--- config.mk ---
export PLATFORM = sky130hd
export DESIGN_NAME = ring_deque_with_overwrite
export DESIGN_NICKNAME = d
export VERILOG_FILES = /design/src/rtl/core/rdq_pkg.sv /design/src/rtl/core/rdq_ram.sv /design/src/rtl/core/rdq_mod.sv /design/src/rtl/core/ring_deque_with_overwrite.sv
export SDC_FILE = /design/constraint.sdc
export NUM_CORES = 2
export LEC_CHECK = 0
export ABC_AREA = 1
export BUFFER_PORTS_ARGS = -buffer_cell sky130_fd_sc_hd__clkbuf_2
export CAP_MARGIN = 30
export CORE_ASPECT_RATIO = 1.2
export CORE_MARGIN = 2
export CORE_UTILIZATION = 30
export DETAILED_ROUTE_END_ITERATION = 6
export PLACE_DENSITY_LB_ADDON = 0.2
export SLEW_MARGIN = 10
export SYNTH_ARGS = -nofsm -noshare
export SYNTH_HDL_FRONTEND = slang
export SYNTH_SLANG_ARGS = --single-unit
--- constraint.sdc ---
create_clock -name clk -period 11.85 [get_ports clk]
set_clock_uncertainty 0.2 [all_clocks]
set_input_delay 0 -clock clk [delete_from_list [all_inputs] [get_ports clk]]
set_output_delay 0 -clock clk [all_outputs]
set_load 0.02 [all_outputs]
--- src/rtl/core/rdq_pkg.sv ---
// ----------------------------------------------------------------------------
// rdq_pkg
// Types, field widths and codes shared by the ring deque files.
// ----------------------------------------------------------------------------
package rdq_pkg;

  localparam int DEPTH_DEF      = 64;
  localparam int DATA_WIDTH_DEF = 32;

  localparam int OP_W    = 3;
  localparam int VALUE_W = 32;
  localparam int INDEX_W = 10;
  localparam int COUNT_W = 7;
  localparam int CFG_IDX_W = 2;
  localparam int CFG_DATA_W = 7;

  localparam logic [OP_W-1:0] OP_PUSH_BACK  = 3'd0;
  localparam logic [OP_W-1:0] OP_PUSH_FRONT = 3'd1;
  localparam logic [OP_W-1:0] OP_POP_FRONT  = 3'd2;
  localparam logic [OP_W-1:0] OP_POP_BACK   = 3'd3;
  localparam logic [OP_W-1:0] OP_PEEK       = 3'd4;

  localparam logic [CFG_IDX_W-1:0] CFG_CAPACITY = 2'd0;
  localparam logic [CFG_IDX_W-1:0] CFG_OW_FRONT = 2'd1;
  localparam logic [CFG_IDX_W-1:0] CFG_OW_BACK  = 2'd2;

  typedef struct packed {
    logic [OP_W-1:0]    op;
    logic [VALUE_W-1:0] value;
    logic [INDEX_W-1:0] index;
  } rdq_in_t;

  typedef struct packed {
    logic [VALUE_W-1:0] data;
    logic               data_valid;
    logic               accepted;
    logic [COUNT_W-1:0] element_count;
    logic               empty_res;
    logic               full_res;
  } rdq_out_t;

endpackage

--- src/rtl/core/rdq_ram.sv ---
// ----------------------------------------------------------------------------
// rdq_ram
// Generic single-write, single-read RAM with registered read data.
// ----------------------------------------------------------------------------
module rdq_ram #(
  parameter int WIDTH = 32,
  parameter int DEPTH = 64
) (
  input  logic                     clk,
  input  logic                     we,
  input  logic [$clog2(DEPTH)-1:0] waddr,
  input  logic [WIDTH-1:0]         wdata,
  input  logic [$clog2(DEPTH)-1:0] raddr,
  output logic [WIDTH-1:0]         rdata
);

  logic [WIDTH-1:0] mem [DEPTH];

  always_ff @(posedge clk) begin
    if (we) begin
      mem[waddr] <= wdata;
    end
    rdata <= mem[raddr];
  end

endmodule

--- src/rtl/core/rdq_mod.sv ---
// ----------------------------------------------------------------------------
// rdq_mod
// Shift-subtract remainder unit: index modulo count, one bit per cycle.
// ----------------------------------------------------------------------------
module rdq_mod import rdq_pkg::*; (
  input  logic               clk,
  input  logic               rst_n,
  input  logic               start,
  input  logic [INDEX_W-1:0] dividend,
  input  logic [COUNT_W-1:0] divisor,
  output logic               busy,
  output logic               done,
  output logic [COUNT_W-1:0] rem
);

  localparam int CW = $clog2(INDEX_W + 1);

  logic [COUNT_W-1:0] rem_r, rem_nxt;
  logic [INDEX_W-1:0] dvd_r;
  logic [COUNT_W-1:0] div_r;
  logic [CW-1:0]      cnt_r;
  logic               busy_r;
  logic               done_r;
  logic [COUNT_W:0]   trial;

  // trial stays below twice the divisor, so one subtract restores it
  always_comb begin
    trial = {rem_r, dvd_r[INDEX_W-1]};
    if (trial >= {1'b0, div_r}) begin
      rem_nxt = COUNT_W'(trial - {1'b0, div_r});
    end else begin
      rem_nxt = trial[COUNT_W-1:0];
    end
  end

  always_ff @(posedge clk) begin
    if (!rst_n) begin
      busy_r <= 1'b0;
      done_r <= 1'b0;
      cnt_r  <= '0;
    end else begin
      done_r <= 1'b0;
      if (start) begin
        busy_r <= 1'b1;
        cnt_r  <= CW'(INDEX_W);
      end else if (busy_r) begin
        cnt_r <= cnt_r - 1'b1;
        if (cnt_r == CW'(1)) begin
          busy_r <= 1'b0;
          done_r <= 1'b1;
        end
      end
    end
  end

  always_ff @(posedge clk) begin
    if (start) begin
      rem_r <= '0;
      dvd_r <= dividend;
      div_r <= divisor;
    end else if (busy_r) begin
      rem_r <= rem_nxt;
      dvd_r <= {dvd_r[INDEX_W-2:0], 1'b0};
    end
  end

  assign busy = busy_r;
  assign done = done_r;
  assign rem  = rem_r;

endmodule

--- src/rtl/core/ring_deque_with_overwrite.sv ---
// ----------------------------------------------------------------------------
// ring_deque_with_overwrite
// Double-ended ring buffer, capacity set by register, optional overwrite.
// Pushes, no-ops and reads of an empty buffer go from execute to output; pops
// add a RAM read state, and a peek first waits on the bit-serial remainder
// unit. One transaction at a time: the next is taken in the cycle after the
// result is taken. Sync reset clears pointers and count and restores the
// registers; the element storage is not cleared.
// ----------------------------------------------------------------------------
module ring_deque_with_overwrite import rdq_pkg::*; #(
  parameter int DEPTH      = DEPTH_DEF,
  parameter int DATA_WIDTH = DATA_WIDTH_DEF
) (
  input  logic                  clk,
  input  logic                  rst_n,
  input  logic                  in_valid,
  output logic                  in_stall,
  input  rdq_in_t               in_data,
  output logic                  out_valid,
  input  logic                  out_stall,
  output rdq_out_t              out_data,
  input  logic                  cfg_we,
  input  logic [CFG_IDX_W-1:0]  cfg_index,
  input  logic [CFG_DATA_W-1:0] cfg_wdata
);

  localparam int PW = $clog2(DEPTH);
  localparam int XW = ((PW > COUNT_W) ? PW : COUNT_W) + 1;
  localparam int SW = (DATA_WIDTH < VALUE_W) ? DATA_WIDTH : VALUE_W;
  localparam int CAP_RST_I = (DEPTH < 64) ? DEPTH : 64;
  localparam logic [COUNT_W-1:0] CAP_RST = COUNT_W'(CAP_RST_I);

  typedef enum logic [4:0] {
    ST_IDLE = 5'b00001,
    ST_EXEC = 5'b00010,
    ST_DIV  = 5'b00100,
    ST_RD   = 5'b01000,
    ST_OUT  = 5'b10000
  } state_t;

  state_t              state_r, state_nxt;
  logic [PW-1:0]       front_r, front_nxt;
  logic [PW-1:0]       back_r, back_nxt;
  logic [COUNT_W-1:0]  count_r, count_nxt;
  logic [COUNT_W-1:0]  capacity_r;
  logic                ow_front_r;
  logic                ow_back_r;
  rdq_out_t            out_r, out_nxt;

  logic [OP_W-1:0]     op_r;
  logic [SW-1:0]       val_r;
  logic [INDEX_W-1:0]  idx_r;

  logic [COUNT_W-1:0]  cap;
  logic [XW-1:0]       cap_x;
  logic [XW-1:0]       f_x, b_x, pk_x;
  logic [COUNT_W-1:0]  c_w;
  logic                is_full;

  logic                ram_we;
  logic [PW-1:0]       ram_waddr;
  logic [PW-1:0]       ram_raddr;
  logic [SW-1:0]       ram_rdata;

  logic                mod_start;
  logic                mod_busy;
  logic                mod_done;
  logic [COUNT_W-1:0]  mod_rem;

  function automatic logic [XW-1:0] pos_inc(input logic [XW-1:0] p, input logic [XW-1:0] c);
    return ((p + 1'b1) >= c) ? '0 : p + 1'b1;
  endfunction

  function automatic logic [XW-1:0] pos_dec(input logic [XW-1:0] p, input logic [XW-1:0] c);
    return (p == '0 || p >= c) ? c - 1'b1 : p - 1'b1;
  endfunction

  // capacity 0 acts as 1, above DEPTH acts as DEPTH
  always_comb begin
    if (capacity_r == '0) begin
      cap = COUNT_W'(1);
    end else if (int'(capacity_r) > DEPTH) begin
      cap = COUNT_W'(DEPTH);
    end else begin
      cap = capacity_r;
    end
  end
  assign cap_x = XW'(cap);

  always_comb begin
    state_nxt = state_r;
    front_nxt = front_r;
    back_nxt  = back_r;
    count_nxt = count_r;
    out_nxt   = out_r;
    ram_we    = 1'b0;
    ram_waddr = back_r;
    ram_raddr = front_r;
    mod_start = 1'b0;

    f_x = (XW'(front_r) >= cap_x) ? '0 : XW'(front_r);
    b_x = (XW'(back_r) >= cap_x) ? '0 : XW'(back_r);
    c_w = (count_r > cap) ? '0 : count_r;
    is_full = (c_w >= cap);
    pk_x = XW'(front_r) + XW'(mod_rem);
    if (pk_x >= cap_x) begin
      pk_x = pk_x - cap_x;
    end

    case (state_r)
      ST_IDLE: begin
        if (in_valid) begin
          state_nxt = ST_EXEC;
        end
      end
      ST_EXEC: begin
        out_nxt   = '0;
        state_nxt = ST_OUT;
        case (op_r)
          OP_PUSH_BACK: begin
            if (!is_full || ow_front_r) begin
              if (is_full) begin
                f_x = pos_inc(f_x, cap_x);
                c_w = c_w - 1'b1;
              end
              ram_we    = 1'b1;
              ram_waddr = b_x[PW-1:0];
              b_x = pos_inc(b_x, cap_x);
              c_w = c_w + 1'b1;
              out_nxt.accepted = 1'b1;
            end
          end
          OP_PUSH_FRONT: begin
            if (!is_full || ow_back_r) begin
              if (is_full) begin
                b_x = pos_dec(b_x, cap_x);
                c_w = c_w - 1'b1;
              end
              f_x = pos_dec(f_x, cap_x);
              ram_we    = 1'b1;
              ram_waddr = f_x[PW-1:0];
              c_w = c_w + 1'b1;
              out_nxt.accepted = 1'b1;
            end
          end
          OP_POP_FRONT: begin
            if (c_w != '0) begin
              ram_raddr = f_x[PW-1:0];
              f_x = pos_inc(f_x, cap_x);
              c_w = c_w - 1'b1;
              out_nxt.data_valid = 1'b1;
              state_nxt = ST_RD;
            end
          end
          OP_POP_BACK: begin
            if (c_w != '0) begin
              b_x = pos_dec(b_x, cap_x);
              ram_raddr = b_x[PW-1:0];
              c_w = c_w - 1'b1;
              out_nxt.data_valid = 1'b1;
              state_nxt = ST_RD;
            end
          end
          OP_PEEK: begin
            if (c_w != '0) begin
              mod_start = 1'b1;
              out_nxt.data_valid = 1'b1;
              state_nxt = ST_DIV;
            end
          end
          default: begin
          end
        endcase
        front_nxt = f_x[PW-1:0];
        back_nxt  = b_x[PW-1:0];
        count_nxt = c_w;
        out_nxt.element_count = c_w;
        out_nxt.empty_res     = (c_w == '0);
        out_nxt.full_res      = (c_w == cap);
      end
      ST_DIV: begin
        if (mod_done) begin
          ram_raddr = pk_x[PW-1:0];
          state_nxt = ST_RD;
        end
      end
      ST_RD: begin
        out_nxt.data = VALUE_W'(ram_rdata);
        state_nxt = ST_OUT;
      end
      ST_OUT: begin
        if (!out_stall) begin
          state_nxt = ST_IDLE;
        end
      end
      default: begin
        state_nxt = ST_IDLE;
      end
    endcase
  end

  always_ff @(posedge clk) begin
    if (!rst_n) begin
      state_r    <= ST_IDLE;
      front_r    <= '0;
      back_r     <= '0;
      count_r    <= '0;
      capacity_r <= CAP_RST;
      ow_front_r <= 1'b0;
      ow_back_r  <= 1'b0;
    end else begin
      state_r <= state_nxt;
      front_r <= front_nxt;
      back_r  <= back_nxt;
      count_r <= count_nxt;
      if (cfg_we) begin
        case (cfg_index)
          CFG_CAPACITY: begin
            capacity_r <= cfg_wdata;
            front_r    <= '0;
            back_r     <= '0;
            count_r    <= '0;
          end
          CFG_OW_FRONT: ow_front_r <= cfg_wdata[0];
          CFG_OW_BACK:  ow_back_r  <= cfg_wdata[0];
          default: begin
          end
        endcase
      end
    end
  end

  always_ff @(posedge clk) begin
    out_r <= out_nxt;
    if (in_valid && !in_stall) begin
      op_r  <= in_data.op;
      val_r <= in_data.value[SW-1:0];
      idx_r <= in_data.index;
    end
  end

  rdq_ram #(
    .WIDTH (SW),
    .DEPTH (DEPTH)
  ) u_ram (
    .clk   (clk),
    .we    (ram_we),
    .waddr (ram_waddr),
    .wdata (val_r),
    .raddr (ram_raddr),
    .rdata (ram_rdata)
  );

  rdq_mod u_mod (
    .clk      (clk),
    .rst_n    (rst_n),
    .start    (mod_start),
    .dividend (idx_r),
    .divisor  (c_w),
    .busy     (mod_busy),
    .done     (mod_done),
    .rem      (mod_rem)
  );

  assign in_stall  = (state_r != ST_IDLE);
  assign out_valid = (state_r == ST_OUT);
  assign out_data  = out_r;

  // count never runs past the effective capacity
  a_count_cap: assert property (@(posedge clk) disable iff (!rst_n)
    count_r <= cap)
    else $error("count exceeds capacity");

  // the remainder unit only runs while the sequencer waits on it
  a_mod_div: assert property (@(posedge clk) disable iff (!rst_n)
    mod_busy |-> (state_r == ST_DIV))
    else $error("remainder unit busy outside divide state");

  // an accepted transaction is executed in the next cycle
  a_accept_exec: assert property (@(posedge clk) disable iff (!rst_n)
    (in_valid && !in_stall) |=> (state_r == ST_EXEC))
    else $error("accepted transaction not executed");

  // no data shown without data_valid
  a_data_zero: assert property (@(posedge clk) disable iff (!rst_n)
    out_valid |-> (out_r.data_valid || out_r.data == '0))
    else $error("data nonzero while data_valid low");

endmodule
==> impl_metrics.ini <==
[outcome]
run_status = complete, no violations

[logic_synthesis]
yosysSeqAreaShare_pct = 65.46
yosys_warnings = 0
synth_edf_count = 2153
netlist_area_mm2 = 0.1011
ys_ff_latch = 2231
asyncSetResetFlopFracSynth_pct = 0
synthesis.instances = 9708
syn_nets = 9853
ys_types = 55
avgSynthCellArea_um2 = 10.42
synthFlopType = sky130_fd_sc_hd__edfxtp_1

[placed_design]
place.detailed.instances = 13860
buffers_added_on_ports = 103
place_area_mm2 = 0.1067
dp_slack_ns = 3.258
dp_hpwl_um = 185600
finalWeightedCongestion = 0.8200

[routing]
drc = 0
via_count = 71820
initialDrtViolationCount = 6529
detailedRoute.firstPassIterationCount = 6
drt_wl_total_um = 350000
routed_wire_length_per_instance_um = 24.25
antenna_left = 0
vias_per_inst = 4.977

[critical_path]
maximum_cell_stage_delay_along_the_critical_path_ns = 0.91
kind_of_critical_path = flop to flop
cp.required_ns = 12.43
total_buffers_and_inverters_traversed_by_the_critical_path = 7
cpLargestDelayFamily = simple AND/OR/NAND/NOR gates
critPathLaunchType = flop
data_arrival_time_of_the_critical_path_ns = 9.20
slowest_stage = sky130_fd_sc_hd__buf_4
critical_path.endpoint_type = flop
cp_max_fo = 155

[grt]
grt_max_degree = 180
grt_overflow = 0
antenna_found_initial = 17
grt_overall_usage_pct = 19.99
first_global_vias = 69960
grt_pass1_wl_um = 502700

[power]
finalPower_mw = 16.72
power_per_cell_area_mw_per_mm2 = 144.8
power.leakage_nw = 45.43
irDropWorstVdd_v = 0.0001324

[cts]
cts.repair.resized = 0
clock_insertion_delay_worst_skew_ns = 0.92
cts_hold_repair.buffers = 135
cts.clk_slew.worst_paths_ns = 0.06
cts.root.buffer_cell = sky130_fd_sc_hd__clkbuf_16
cts_htree_levels = 4
cts.sinks = 2231
cts_inserted_buffers = 236
post-cts-setup-buffers = 0
clk_path_buf_depth = 4
tritoncts_clock_tree = done

[layout]
final_cells = 14430
post-route-util_pct = 34.41
layout_commonest_cell = sky130_fd_sc_hd__edfxtp_1
postLayoutCellArea_mm2 = 0.1155
layout-area-overhead-vs-synth_pct = 14.16
layout_common_cells = 2153 x sky130_fd_sc_hd__edfxtp_1, 1923 x sky130_fd_sc_hd__inv_1, 1714 x sky130_fd_sc_hd__nand3_1, 1585 x sky130_fd_sc_hd__nand2_1, 720 x sky130_fd_sc_hd__nand4_1
fill_cells = 33470
final_nets = 9915
drive_gt1_share_pct = 7.263

[timing]
count_of_final_hold_check_violations = 0
tightestPinTransition_ns = 1.338
fin_tns_setup_ns = 0
rsz0062_at_grt = false
final.hold.worst_slack_ns = 0.1219
layout_setup_ws_ns = 3.227
achievable-frequency_ghz = 0.1160
timing.final.max_slew_violations = 0
timing.final.setup_violations = 0
max_slew_margin_pct = 10.83
timing.final.crit_period_ns = 8.623
final.period_utilization_pct = 72.77

[floorplanning]
core_footprint_mm2 = 0.3356
floorplan.initialDensity_pct = 30.14
fp.dieArea_mm2 = 0.3418
die_w_um = 534.1
placement_rows = 233
die-height_um = 640.1
io_count = 104

[worst_hold_path]
worst_min_delay_path_category = primary input to flop

[run]
maxCapViolations = 0
synthesized netlist by cell type, types with 3 or more instances:
cell type                   number  area, µm²
sky130_fd_sc_hd__buf_2         328       1642
sky130_fd_sc_hd__buf_6          35      394.1
sky130_fd_sc_hd__buf_4          14      105.1
sky130_fd_sc_hd__inv_2           9      33.78
sky130_fd_sc_hd__ha_1           83       1039
sky130_fd_sc_hd__inv_1        1925       7226
sky130_fd_sc_hd__a31oi_1         9      56.30
sky130_fd_sc_hd__nor4_1          5      31.28
sky130_fd_sc_hd__clkinv_1        4      15.01
sky130_fd_sc_hd__nand3b_1        4      30.03
sky130_fd_sc_hd__o211ai_1       78      585.6
sky130_fd_sc_hd__nand3_2        11      110.1
sky130_fd_sc_hd__edfxtp_1     2153      64650
sky130_fd_sc_hd__nand2_2         3      18.77
sky130_fd_sc_hd__nor2_1        180      675.7
sky130_fd_sc_hd__o2111ai_1       3      26.28
sky130_fd_sc_hd__fa_1            3      60.06
sky130_fd_sc_hd__a221oi_1        6      52.55
sky130_fd_sc_hd__o21ai_1       261       1306
sky130_fd_sc_hd__clkbuf_1      203      762.0
sky130_fd_sc_hd__xor2_1         25      219.0
sky130_fd_sc_hd__xnor2_1        15      131.4
sky130_fd_sc_hd__o21ai_0        79      395.4
sky130_fd_sc_hd__o21bai_1        6      45.04
sky130_fd_sc_hd__nand2_1      1587       5957
sky130_fd_sc_hd__nand3_1      1715       8583
sky130_fd_sc_hd__nor3_1         17      85.08
sky130_fd_sc_hd__buf_1          39      146.4
sky130_fd_sc_hd__nand4_1       720       4504
sky130_fd_sc_hd__a21oi_1        76      380.4
sky130_fd_sc_hd__dfxtp_1        78       1562
sky130_fd_sc_hd__nor2_2          3      18.77
cell families after synthesis:
family,share of synthesized area [%]
flip-flops,65.46
XOR/XNOR,0.3464
adder cells (fa/ha/maj),1.086
AND/OR/NAND/NOR,19.89
AO/OA/AOI/OAI,3.014
buffers and inverters,10.21
state kept, by name, indices dropped and copies added, names as in the netlist:
register and flops:
front_r 6, ow_back_r 1, u_mod.busy 1, state_r 5, u_mod.cnt_r 4, op_r 3, ow_front_r 1, u_mod.done 1
capacity_r 7, u_mod.div_r 7, back_r 6, idx_r 10, u_mod.dvd_r 10, val_r 32, u_ram.mem 2048, out_data 43
count_r 7, u_mod.rem 7, u_ram.rdata 32
final timing paths:
check	startpoint	slack, ns	cells past startpoint	endpoint
max	capacity_r[6]	3.23	28	u_ram.rdata[29]
min	rst_n	0.12	4	u_mod.busy
max reg2reg	capacity_r[6]	3.23	28	u_ram.rdata[29]
min reg2reg	count_r[1]	0.29	2	count_r[1]
tightest hold or removal path, cell delays in order:
cell,delay [ns]
sky130_fd_sc_hd__dlygate4sd3_1,0.54
sky130_fd_sc_hd__clkbuf_2,0.20
sky130_fd_sc_hd__clkinv_1,0.34
sky130_fd_sc_hd__a21oi_1,0.07
area by class of cell:
cell class,instances,area (µm²),area share (%)
sequential,2231,66210,57.34
multi-input combinational,4920,25190,21.81
tap,4465,5587,4.838
clock inverter,100,822.0,0.7119
antenna,12,30.03,0.02600
clock buffer,322,6454,5.589
inverter,1938,7302,6.323
timing repair buffer,443,3879,3.359
routing by layer:
layer	up-vias	GRT usage [%]	part of all wire, %
met5	-	0	0
met4	0	8.217	4.5
met3	535	2.345	5.5
met2	2232	35.06	49
met1	35820	24.87	41
li1	33230	-	-
report_power, final:
part | internal, mW | total (mW) | switching, mW
logic | 0.171 | 0.743 | 0.572
registers | 8.74 | 8.77 | 0.0380
clock network | 4.06 | 7.20 | 3.14
No activity file was read; power rests on OpenSTA's default activity.
